File: config.mk
export PLATFORM = sky130hd
export DESIGN_NAME = loc_datapath
export DESIGN_NICKNAME = d
export VERILOG_FILES = /design/src/rtl/core/loc_pkg.sv /design/src/rtl/core/loc_ram.sv /design/src/rtl/core/loc_datapath.sv
export SDC_FILE = /design/constraint.sdc
export NUM_CORES = 2
export LEC_CHECK = 0
export ABC_AREA = 1
export CORE_ASPECT_RATIO = 0.6
export CORE_UTILIZATION = 50
export CTS_BUF_LIST = sky130_fd_sc_hd__clkbuf_4 sky130_fd_sc_hd__clkbuf_8
export CTS_CLUSTER_DIAMETER = 50
export DETAILED_ROUTE_END_ITERATION = 8
export DONT_BUFFER_PORTS = 1
export PLACE_DENSITY_LB_ADDON = 0.08
export SYNTH_ARGS = -nofsm -noshare
export SYNTH_HDL_FRONTEND = slang
export SYNTH_SLANG_ARGS = --single-unit
export TNS_END_PERCENT = 30
File: constraint.sdc
create_clock -name clock -period 9.6 [get_ports clock]
set_input_delay 0 -clock clock [delete_from_list [all_inputs] [get_ports clock]]
set_output_delay 0 -clock clock [all_outputs]
set_load 0.02 [all_outputs]
File: src/rtl/core/loc_pkg.sv
package loc_pkg;

   // Sizing of the held-lock stack.
   localparam int MAX_HELD    = 16;
   localparam int LEVEL_WIDTH = 8;
   localparam int ID_WIDTH    = 64;

   localparam int IDX_W   = (MAX_HELD > 1) ? $clog2(MAX_HELD) : 1;
   localparam int CNT_W   = $clog2(MAX_HELD + 1);
   localparam int ENTRY_W = ID_WIDTH + LEVEL_WIDTH;

   // Operation codes.
   localparam logic [1:0] OP_CHECK   = 2'd0;
   localparam logic [1:0] OP_ACQUIRE = 2'd1;
   localparam logic [1:0] OP_RELEASE = 2'd2;

   // Lock kinds.
   localparam logic [1:0] KIND_TOKEN = 2'd2;

   // Result status codes.
   localparam logic [2:0] STS_OK        = 3'd0;
   localparam logic [2:0] STS_REACQUIRE = 3'd1;
   localparam logic [2:0] STS_ORDER     = 3'd2;
   localparam logic [2:0] STS_FULL      = 3'd3;
   localparam logic [2:0] STS_NOT_TOP   = 3'd4;
   localparam logic [2:0] STS_NOT_HELD  = 3'd5;

   // Commands from the controller to the datapath.
   typedef struct packed {
      logic accept;
      logic scan;
      logic shift;
      logic commit;
   } ctl_cmd_type;

   // Status from the datapath to the controller.
   typedef struct packed {
      logic scan_done;
      logic shift_done;
      logic need_shift;
   } ctl_status_type;

endpackage

File: src/rtl/core/loc_ram.sv
module loc_ram #(
   parameter int WIDTH = 8,
   parameter int DEPTH = 16,
   localparam int ADDR_W = (DEPTH > 1) ? $clog2(DEPTH) : 1
) (
   input  logic              clock,
   input  logic              wr_en,
   input  logic [ADDR_W-1:0] wr_addr,
   input  logic [WIDTH-1:0]  wr_data,
   input  logic              rd_en,
   input  logic [ADDR_W-1:0] rd_addr,
   output logic [WIDTH-1:0]  rd_data
);

   logic [WIDTH-1:0] mem_ff [DEPTH];
   logic [WIDTH-1:0] rd_data_ff;

   // One write port and one registered read port.
   always_ff @(posedge clock) begin
      if (wr_en) begin
         mem_ff[wr_addr] <= wr_data;
      end
      if (rd_en) begin
         rd_data_ff <= mem_ff[rd_addr];
      end
   end

   assign rd_data = rd_data_ff;

endmodule

File: src/rtl/core/loc_datapath.sv
module loc_datapath (
   input  logic                 clock,
   input  logic                 reset,
   input  logic [1:0]           opcode,
   input  logic [63:0]          lock_id,
   input  logic [7:0]           lock_level,
   input  logic [1:0]           lock_kind,
   input  logic                 csr_write_enable,
   input  logic                 csr_write_data,
   input  loc_pkg::ctl_cmd_type cmd,
   output loc_pkg::ctl_status_type stat,
   output logic                 safe,
   output logic [2:0]           status,
   output logic [4:0]           held_count,
   output logic [7:0]           top_level,
   output logic [4:0]           peak_held,
   output logic [31:0]          violation_count,
   output logic [31:0]          check_count,
   output logic [31:0]          acquire_count
);

   import loc_pkg::*;

   // Latched request.
   logic [1:0]             op_ff;
   logic [ID_WIDTH-1:0]    id_ff;
   logic [LEVEL_WIDTH-1:0] level_ff;
   logic [1:0]             kind_ff;

   // Architectural state.
   logic                   en_ff;
   logic [CNT_W-1:0]       depth_ff, depth_in;
   logic [LEVEL_WIDTH-1:0] top_ff, top_in;
   logic [CNT_W-1:0]       peak_ff, peak_in;
   logic [31:0]            viol_ff, viol_in;
   logic [31:0]            chk_ff, chk_in;
   logic [31:0]            acq_ff, acq_in;

   // Scan and compaction state.
   logic [CNT_W-1:0]       len_ff;
   logic [CNT_W-1:0]       cnt_ff;
   logic                   pend_ff;
   logic [IDX_W-1:0]       pidx_ff;
   logic                   found_ff;
   logic                   le_ff;
   logic [IDX_W-1:0]       pos_ff;
   logic [LEVEL_WIDTH-1:0] max_ff;
   logic [CNT_W-1:0]       sh_ff;

   // Result register.
   logic                   safe_ff, safe_in;
   logic [2:0]             status_ff, status_in;
   logic [4:0]             held_ff;
   logic [7:0]             top_out_ff;
   logic [4:0]             peak_out_ff;
   logic [31:0]            viol_out_ff, chk_out_ff, acq_out_ff;

   // Memory port signals.
   logic                   wr_en;
   logic [IDX_W-1:0]       wr_addr;
   logic [ENTRY_W-1:0]     wr_data;
   logic                   rd_en;
   logic [IDX_W-1:0]       rd_addr;
   logic [ENTRY_W-1:0]     rd_data;

   logic                   is_release;
   logic                   scan_issue, shift_issue, shift_wr;
   logic [CNT_W-1:0]       scan_pos;
   logic [ID_WIDTH-1:0]    rd_id;
   logic [LEVEL_WIDTH-1:0] rd_lvl;
   logic                   rd_hit;
   logic                   acq_ok;
   logic                   scan_req;

   // Stack storage: identifier above level in each entry.
   loc_ram #(
      .WIDTH (ENTRY_W),
      .DEPTH (MAX_HELD)
   ) u_stack (
      .clock   (clock),
      .wr_en   (wr_en),
      .wr_addr (wr_addr),
      .wr_data (wr_data),
      .rd_en   (rd_en),
      .rd_addr (rd_addr),
      .rd_data (rd_data)
   );

   assign rd_id  = rd_data[ENTRY_W-1:LEVEL_WIDTH];
   assign rd_lvl = rd_data[LEVEL_WIDTH-1:0];
   assign rd_hit = (rd_id == id_ff);

   assign is_release = en_ff && (op_ff == OP_RELEASE);
   assign scan_req   = en_ff && ((opcode == OP_CHECK) || (opcode == OP_RELEASE));
   assign acq_ok     = en_ff && (op_ff == OP_ACQUIRE) && (depth_ff < CNT_W'(MAX_HELD));

   // A check walks the stack upwards, a release walks it down from the top.
   assign scan_pos    = is_release ? (len_ff - CNT_W'(1) - cnt_ff) : cnt_ff;
   assign scan_issue  = cmd.scan && (cnt_ff != len_ff);
   assign shift_issue = cmd.shift && (sh_ff != depth_ff);
   assign shift_wr    = cmd.shift && pend_ff;

   always_comb begin
      rd_en   = scan_issue || shift_issue;
      rd_addr = scan_issue ? scan_pos[IDX_W-1:0] : sh_ff[IDX_W-1:0];
      if (shift_wr) begin
         wr_en   = 1'b1;
         wr_addr = pidx_ff - IDX_W'(1);
         wr_data = rd_data;
      end else begin
         wr_en   = cmd.commit && acq_ok;
         wr_addr = depth_ff[IDX_W-1:0];
         wr_data = {id_ff, level_ff};
      end
   end

   // Status back to the controller.
   assign stat.scan_done  = (cnt_ff == len_ff) && !pend_ff;
   assign stat.shift_done = (sh_ff == depth_ff) && !pend_ff;
   assign stat.need_shift = is_release && found_ff;

   // Outcome of the operation once all reads are done.
   always_comb begin
      safe_in   = 1'b1;
      status_in = STS_OK;
      depth_in  = depth_ff;
      top_in    = top_ff;
      peak_in   = peak_ff;
      viol_in   = viol_ff;
      chk_in    = chk_ff;
      acq_in    = acq_ff;
      if (en_ff) begin
         case (op_ff)
            OP_CHECK: begin
               chk_in = chk_ff + 32'd1;
               if (found_ff) begin
                  if (kind_ff != KIND_TOKEN) begin
                     safe_in   = 1'b0;
                     status_in = STS_REACQUIRE;
                  end
               end else if (le_ff) begin
                  safe_in   = 1'b0;
                  status_in = STS_ORDER;
                  viol_in   = viol_ff + 32'd1;
               end
            end
            OP_ACQUIRE: begin
               if (!acq_ok) begin
                  status_in = STS_FULL;
               end else begin
                  depth_in = depth_ff + CNT_W'(1);
                  if (depth_in > peak_ff) begin
                     peak_in = depth_in;
                  end
                  if (level_ff > top_ff) begin
                     top_in = level_ff;
                  end
                  acq_in = acq_ff + 32'd1;
               end
            end
            OP_RELEASE: begin
               if (!found_ff) begin
                  status_in = STS_NOT_HELD;
               end else begin
                  if (CNT_W'(pos_ff) != (depth_ff - CNT_W'(1))) begin
                     status_in = STS_NOT_TOP;
                  end
                  depth_in = depth_ff - CNT_W'(1);
                  top_in   = max_ff;
               end
            end
            default: begin
            end
         endcase
      end
   end

   // Configuration register and architectural state.
   always_ff @(posedge clock) begin
      if (reset) begin
         en_ff    <= 1'b1;
         depth_ff <= '0;
         top_ff   <= '0;
         peak_ff  <= '0;
         viol_ff  <= '0;
         chk_ff   <= '0;
         acq_ff   <= '0;
      end else begin
         if (csr_write_enable) begin
            en_ff <= csr_write_data;
         end
         if (cmd.commit) begin
            depth_ff <= depth_in;
            top_ff   <= top_in;
            peak_ff  <= peak_in;
            viol_ff  <= viol_in;
            chk_ff   <= chk_in;
            acq_ff   <= acq_in;
         end
      end
   end

   // Read pipeline tag.
   always_ff @(posedge clock) begin
      if (reset) begin
         pend_ff <= 1'b0;
      end else begin
         pend_ff <= rd_en;
      end
      pidx_ff <= rd_addr;
   end

   // Request latch, scan accumulators and compaction pointer.
   always_ff @(posedge clock) begin
      if (cmd.accept) begin
         op_ff    <= opcode;
         id_ff    <= ID_WIDTH'(lock_id);
         level_ff <= LEVEL_WIDTH'(lock_level);
         kind_ff  <= lock_kind;
         len_ff   <= scan_req ? depth_ff : '0;
         cnt_ff   <= '0;
         found_ff <= 1'b0;
         le_ff    <= 1'b0;
         max_ff   <= '0;
      end else begin
         if (scan_issue) begin
            cnt_ff <= cnt_ff + CNT_W'(1);
         end
         if (shift_issue) begin
            sh_ff <= sh_ff + CNT_W'(1);
         end
         if (cmd.scan && pend_ff) begin
            if (level_ff <= rd_lvl) begin
               le_ff <= 1'b1;
            end
            // The first hit seen from the top is removed; all others count
            // towards the new highest level.
            if (rd_hit && !found_ff) begin
               found_ff <= 1'b1;
               pos_ff   <= pidx_ff;
               sh_ff    <= CNT_W'(pidx_ff) + CNT_W'(1);
            end else if (rd_lvl > max_ff) begin
               max_ff <= rd_lvl;
            end
         end
      end
   end

   // Result register, loaded with the state after the operation.
   always_ff @(posedge clock) begin
      if (cmd.commit) begin
         safe_ff     <= safe_in;
         status_ff   <= status_in;
         held_ff     <= 5'(depth_in);
         top_out_ff  <= 8'(top_in);
         peak_out_ff <= 5'(peak_in);
         viol_out_ff <= viol_in;
         chk_out_ff  <= chk_in;
         acq_out_ff  <= acq_in;
      end
   end

   assign safe            = safe_ff;
   assign status          = status_ff;
   assign held_count      = held_ff;
   assign top_level       = top_out_ff;
   assign peak_held       = peak_out_ff;
   assign violation_count = viol_out_ff;
   assign check_count     = chk_out_ff;
   assign acquire_count   = acq_out_ff;

endmodule

==> summary.md <==
| Metric | Value |
|---|---|
| Outcome | finished, final reports clean |
| DPL Wire Length | 99600 um |
| DIE WIDTH | 486 um |
| CP peak stage delay | 0.74 ns |
| Net Sw Frac | 28.8% |
| Crit Path Class | flop to flop |
| Port Buffers | 0 |
| Reg power frac | 51.1% |
| Mapped Nets | 7231 |
| Initial DRT Pass Iterations | 8 |
| Area Overhead vs Synth | 11.5% |
| Post-layout net count | 7381 |
| Synth Warn # | 0 |
| DRT Wirelength | 191000 um |
| Slew Limit Fails | 0 |
| Actual slew at the worst max-slew pin | 1.26 ns |
| Vias in the first global route | 46200 |
| Main synth FF type | edfxtp_1 |
| Via density | 5.26 |
| Final total power | 15.9 mW |
| Critical path startpoint category | flop |
| Fmax | 201 MHz |
| Initial core utilization | 50.5% |
| Peak VDD IR | 119 uV |
| CTS Sinks | 1567 |
| Worst hold stages | 7 |
| #FFs+latches synth | 1567 |
| Post-synthesis instance area | 70400 um2 |
| R2R depth | 15 |
| Worst Path Required | 10.29 ns |
| Worst min path class | primary input to flop |
| Most common cell after layout, fill and taps aside | inv_1 |
| Worst Skew | 0.0554 ns |
| Routability cong. | 0.850 |
| Root Driver | clkbuf_8 |
| Hold Vio Cnt, Final | 0 |
| TritonCTS clock tree | built |
| Num CTS Buffers | 228 |
| Syn Area/Cell | 9.91 um2 |
| Async SR Flop Fraction | 0% |
| Final min period | 4.97 ns |
| Setup crit start | cnt_ff[2] |
| Maximum root-to-sink buffer count | 3 |
| RSZ-0062 raised after global routing | no |
| Worst setup EP type | flop |
| First-pass GRT wire length | 288000 um |
| Max-cap violation count | 0 |
| Hold Startpoint | cmd[2] |
| Final setup fails | 0 |
| Final Core Density | 56.3% |
| I/O Pins | 205 |
| Reg2Reg Launch Point | cnt_ff[2] |
| Clock power share | 33.9% |
| Worst-path fanout max | 199 |
| GRT Overall Usage | 26.8% |
| Iter 0 DRT Violations | 4789 |
| Grt total ovfl | 0 |
| Die H | 293 um |
| Clk_lat worst skew | 0.99 ns |
| H-tree Lvls | 4 |
| Die ar. | 142000 um2 |
| Clk slew on worst S/H paths | 0.07 ns |
| Part of the power in combinational logic | 15.0% |
| Netlist cell types | 43 |
| Routed WL per cell | 20.5 um |
| Share of cells above drive strength 1 | 6.99% |
| # resized after CTS | 0 |
| Switch Pwr | 4.59 mW |
| Post-synth EDFFs | 1432 |
| Row cnt | 106 |
| Crit-path slowest cell | buf_4 |
| Period Utilization, post-route | 51.7% |
| Total power per unit cell area | 203 nW/um2 |
| Initial antenna violation count | 1 |
| CP Cell Sequence | inv_1, ha_1, nand2_1, nor2_1, nand3_2, nand2_4, nand2_4, nand2_4, buf_12, buf_4, nand2_1, nand3_1, nand3_1, nand3_1, nand2_1 |
| Setup tns final | 0 ns |
| Placeable core area | 139000 um2 |
| Commonest non-fill, non-tap cells in the layout | 1513 x inv_1, 1468 x nand3_1, 1432 x edfxtp_1, 1349 x nand2_1, 237 x clkbuf_8 |
| DRC violations left | 0 |
| Slew headroom | 15.6% |
| Via count | 49100 |
| Cell count after synthesis | 7101 |
| Register area share after synthesis | 65.0% |
| Largest net degree at the start of global routing | 200 |
| Critical path data arrival time | 5.65 ns |
| Leak | 33.6 nW |
| Final antenna-violating net count | 0 |
| Internal power | 11.3 mW |
path summary, 6_finish.rpt:
check	endpoint	slack [ns]
hold / removal	u_stack.rd_data[64]	0.10
hold reg to reg	max_ff[2]	0.48
setup reg to reg	u_stack.rd_data[5]	4.63
setup / recovery	u_stack.rd_data[5]	4.63
routing by layer:
layer | vias to the layer above | wire length [um] | track usage [%]
met1 | 23500 | 89900 | 40.9
met5 | - | 0 | 0
li1 | 23500 | - | -
met3 | 240 | 15600 | 4.79
met4 | 0 | 3270 | 6.49
met2 | 1920 | 82200 | 39.5
sequential cells by signal (all words and copies together), names as in the netlist, 3 cells and up:
register         flops
acq_ff              32
acquire_count       32
check_count         32
chk_ff              32
cnt_ff               5
depth_ff             5
held_count           5
id_ff               64
len_ff               5
level_ff             8
max_ff               8
peak_ff              5
peak_held            5
pidx_ff              4
pos_ff               4
sh_ff                5
status               3
top_ff               8
top_level            8
u_stack.mem_ff    1152
u_stack.rd_data     72
viol_ff             32
violation_count     32
through the flow:
step | worst slack [ns] | std cells | area, um2 | hold slack (ns)
final | 4.63 | 9335 | 78400 | 0.104
after global routing | 4.22 | 9335 | 78400 | 0.133
after CTS | 4.65 | 9334 | 78400 | 0.00160
after detailed placement | 4.65 | 8745 | 72200 | 0.0886
after global placement | 4.73 | 8745 | 72200 | 0.0865
after floorplan | 4.51 | 7101 | 70400 | 0.0691
logic make-up (layout without fill, tap and decap cells):
logic type	after synthesis	in the layout	share of synthesized area [%]
adders and majority gates	46	46	0.829
AOI/OAI and AO/OA	371	371	2.72
xor gates and xnor gates	122	122	1.52
DFF	1567	1567	65.0
buffers and inverters	1862	2205	10.3
other	0	1	0
and+or+nand+nor	3133	3133	19.7
critical path: cells and delay by family (launching register included):
| family | cells | cell delay (ns) |
|---|---|---|
| and+or+nand+nor | 11 | 2.30 |
| adders and majority gates | 1 | 0.34 |
| buffers and inverters | 3 | 1.52 |
| DFF | 1 | 0.39 |
cells in the mapped netlist, drive strengths merged, types with 6 or more instances:
master / n / area share, %
edfxtp: 1432 / 61
nand3: 1472 / 11
xnor2: 22 / 0.27
buf: 221 / 1.6
clkbuf: 120 / 0.64
nor2: 214 / 1.2
nand2: 1358 / 7.3
ha: 45 / 0.80
o21ai: 224 / 1.6
a21oi: 134 / 0.95
a211oi: 6 / 0.064
nor3: 50 / 0.36
or2: 6 / 0.053
nand4: 23 / 0.20
xor2: 100 / 1.2
inv: 1520 / 8.1
dfxtp: 135 / 3.8
power groups by stage:
stage               Sequential [mW]  Combinational, mW  Clock, mW
finish                         8.12               2.39       5.39
global placement               8.26               2.25          0
floorplan                      8.20               1.56          0
CTS                            8.12               2.38       5.51
global route                   8.15               2.65       5.79
detailed placement             8.26               2.28          0
area by class of cell:
type	instances	area [um2]
fill	12100	61000
sequential	1567	45700
multi-input combinational	3672	17600
inverter	1521	5720
clock buffer	325	3920
timing repair buffer	261	2500
tap	1890	2360
clock inverter	98	601
antenna	1	2.50
repair_timing:
action / in CTS / in global routing
buffers inserted: 0 / 0
endpoints found under the hold margin: 595 / 0
hold buffers: 166 / 0
Power figures use the tool's default switching activity.
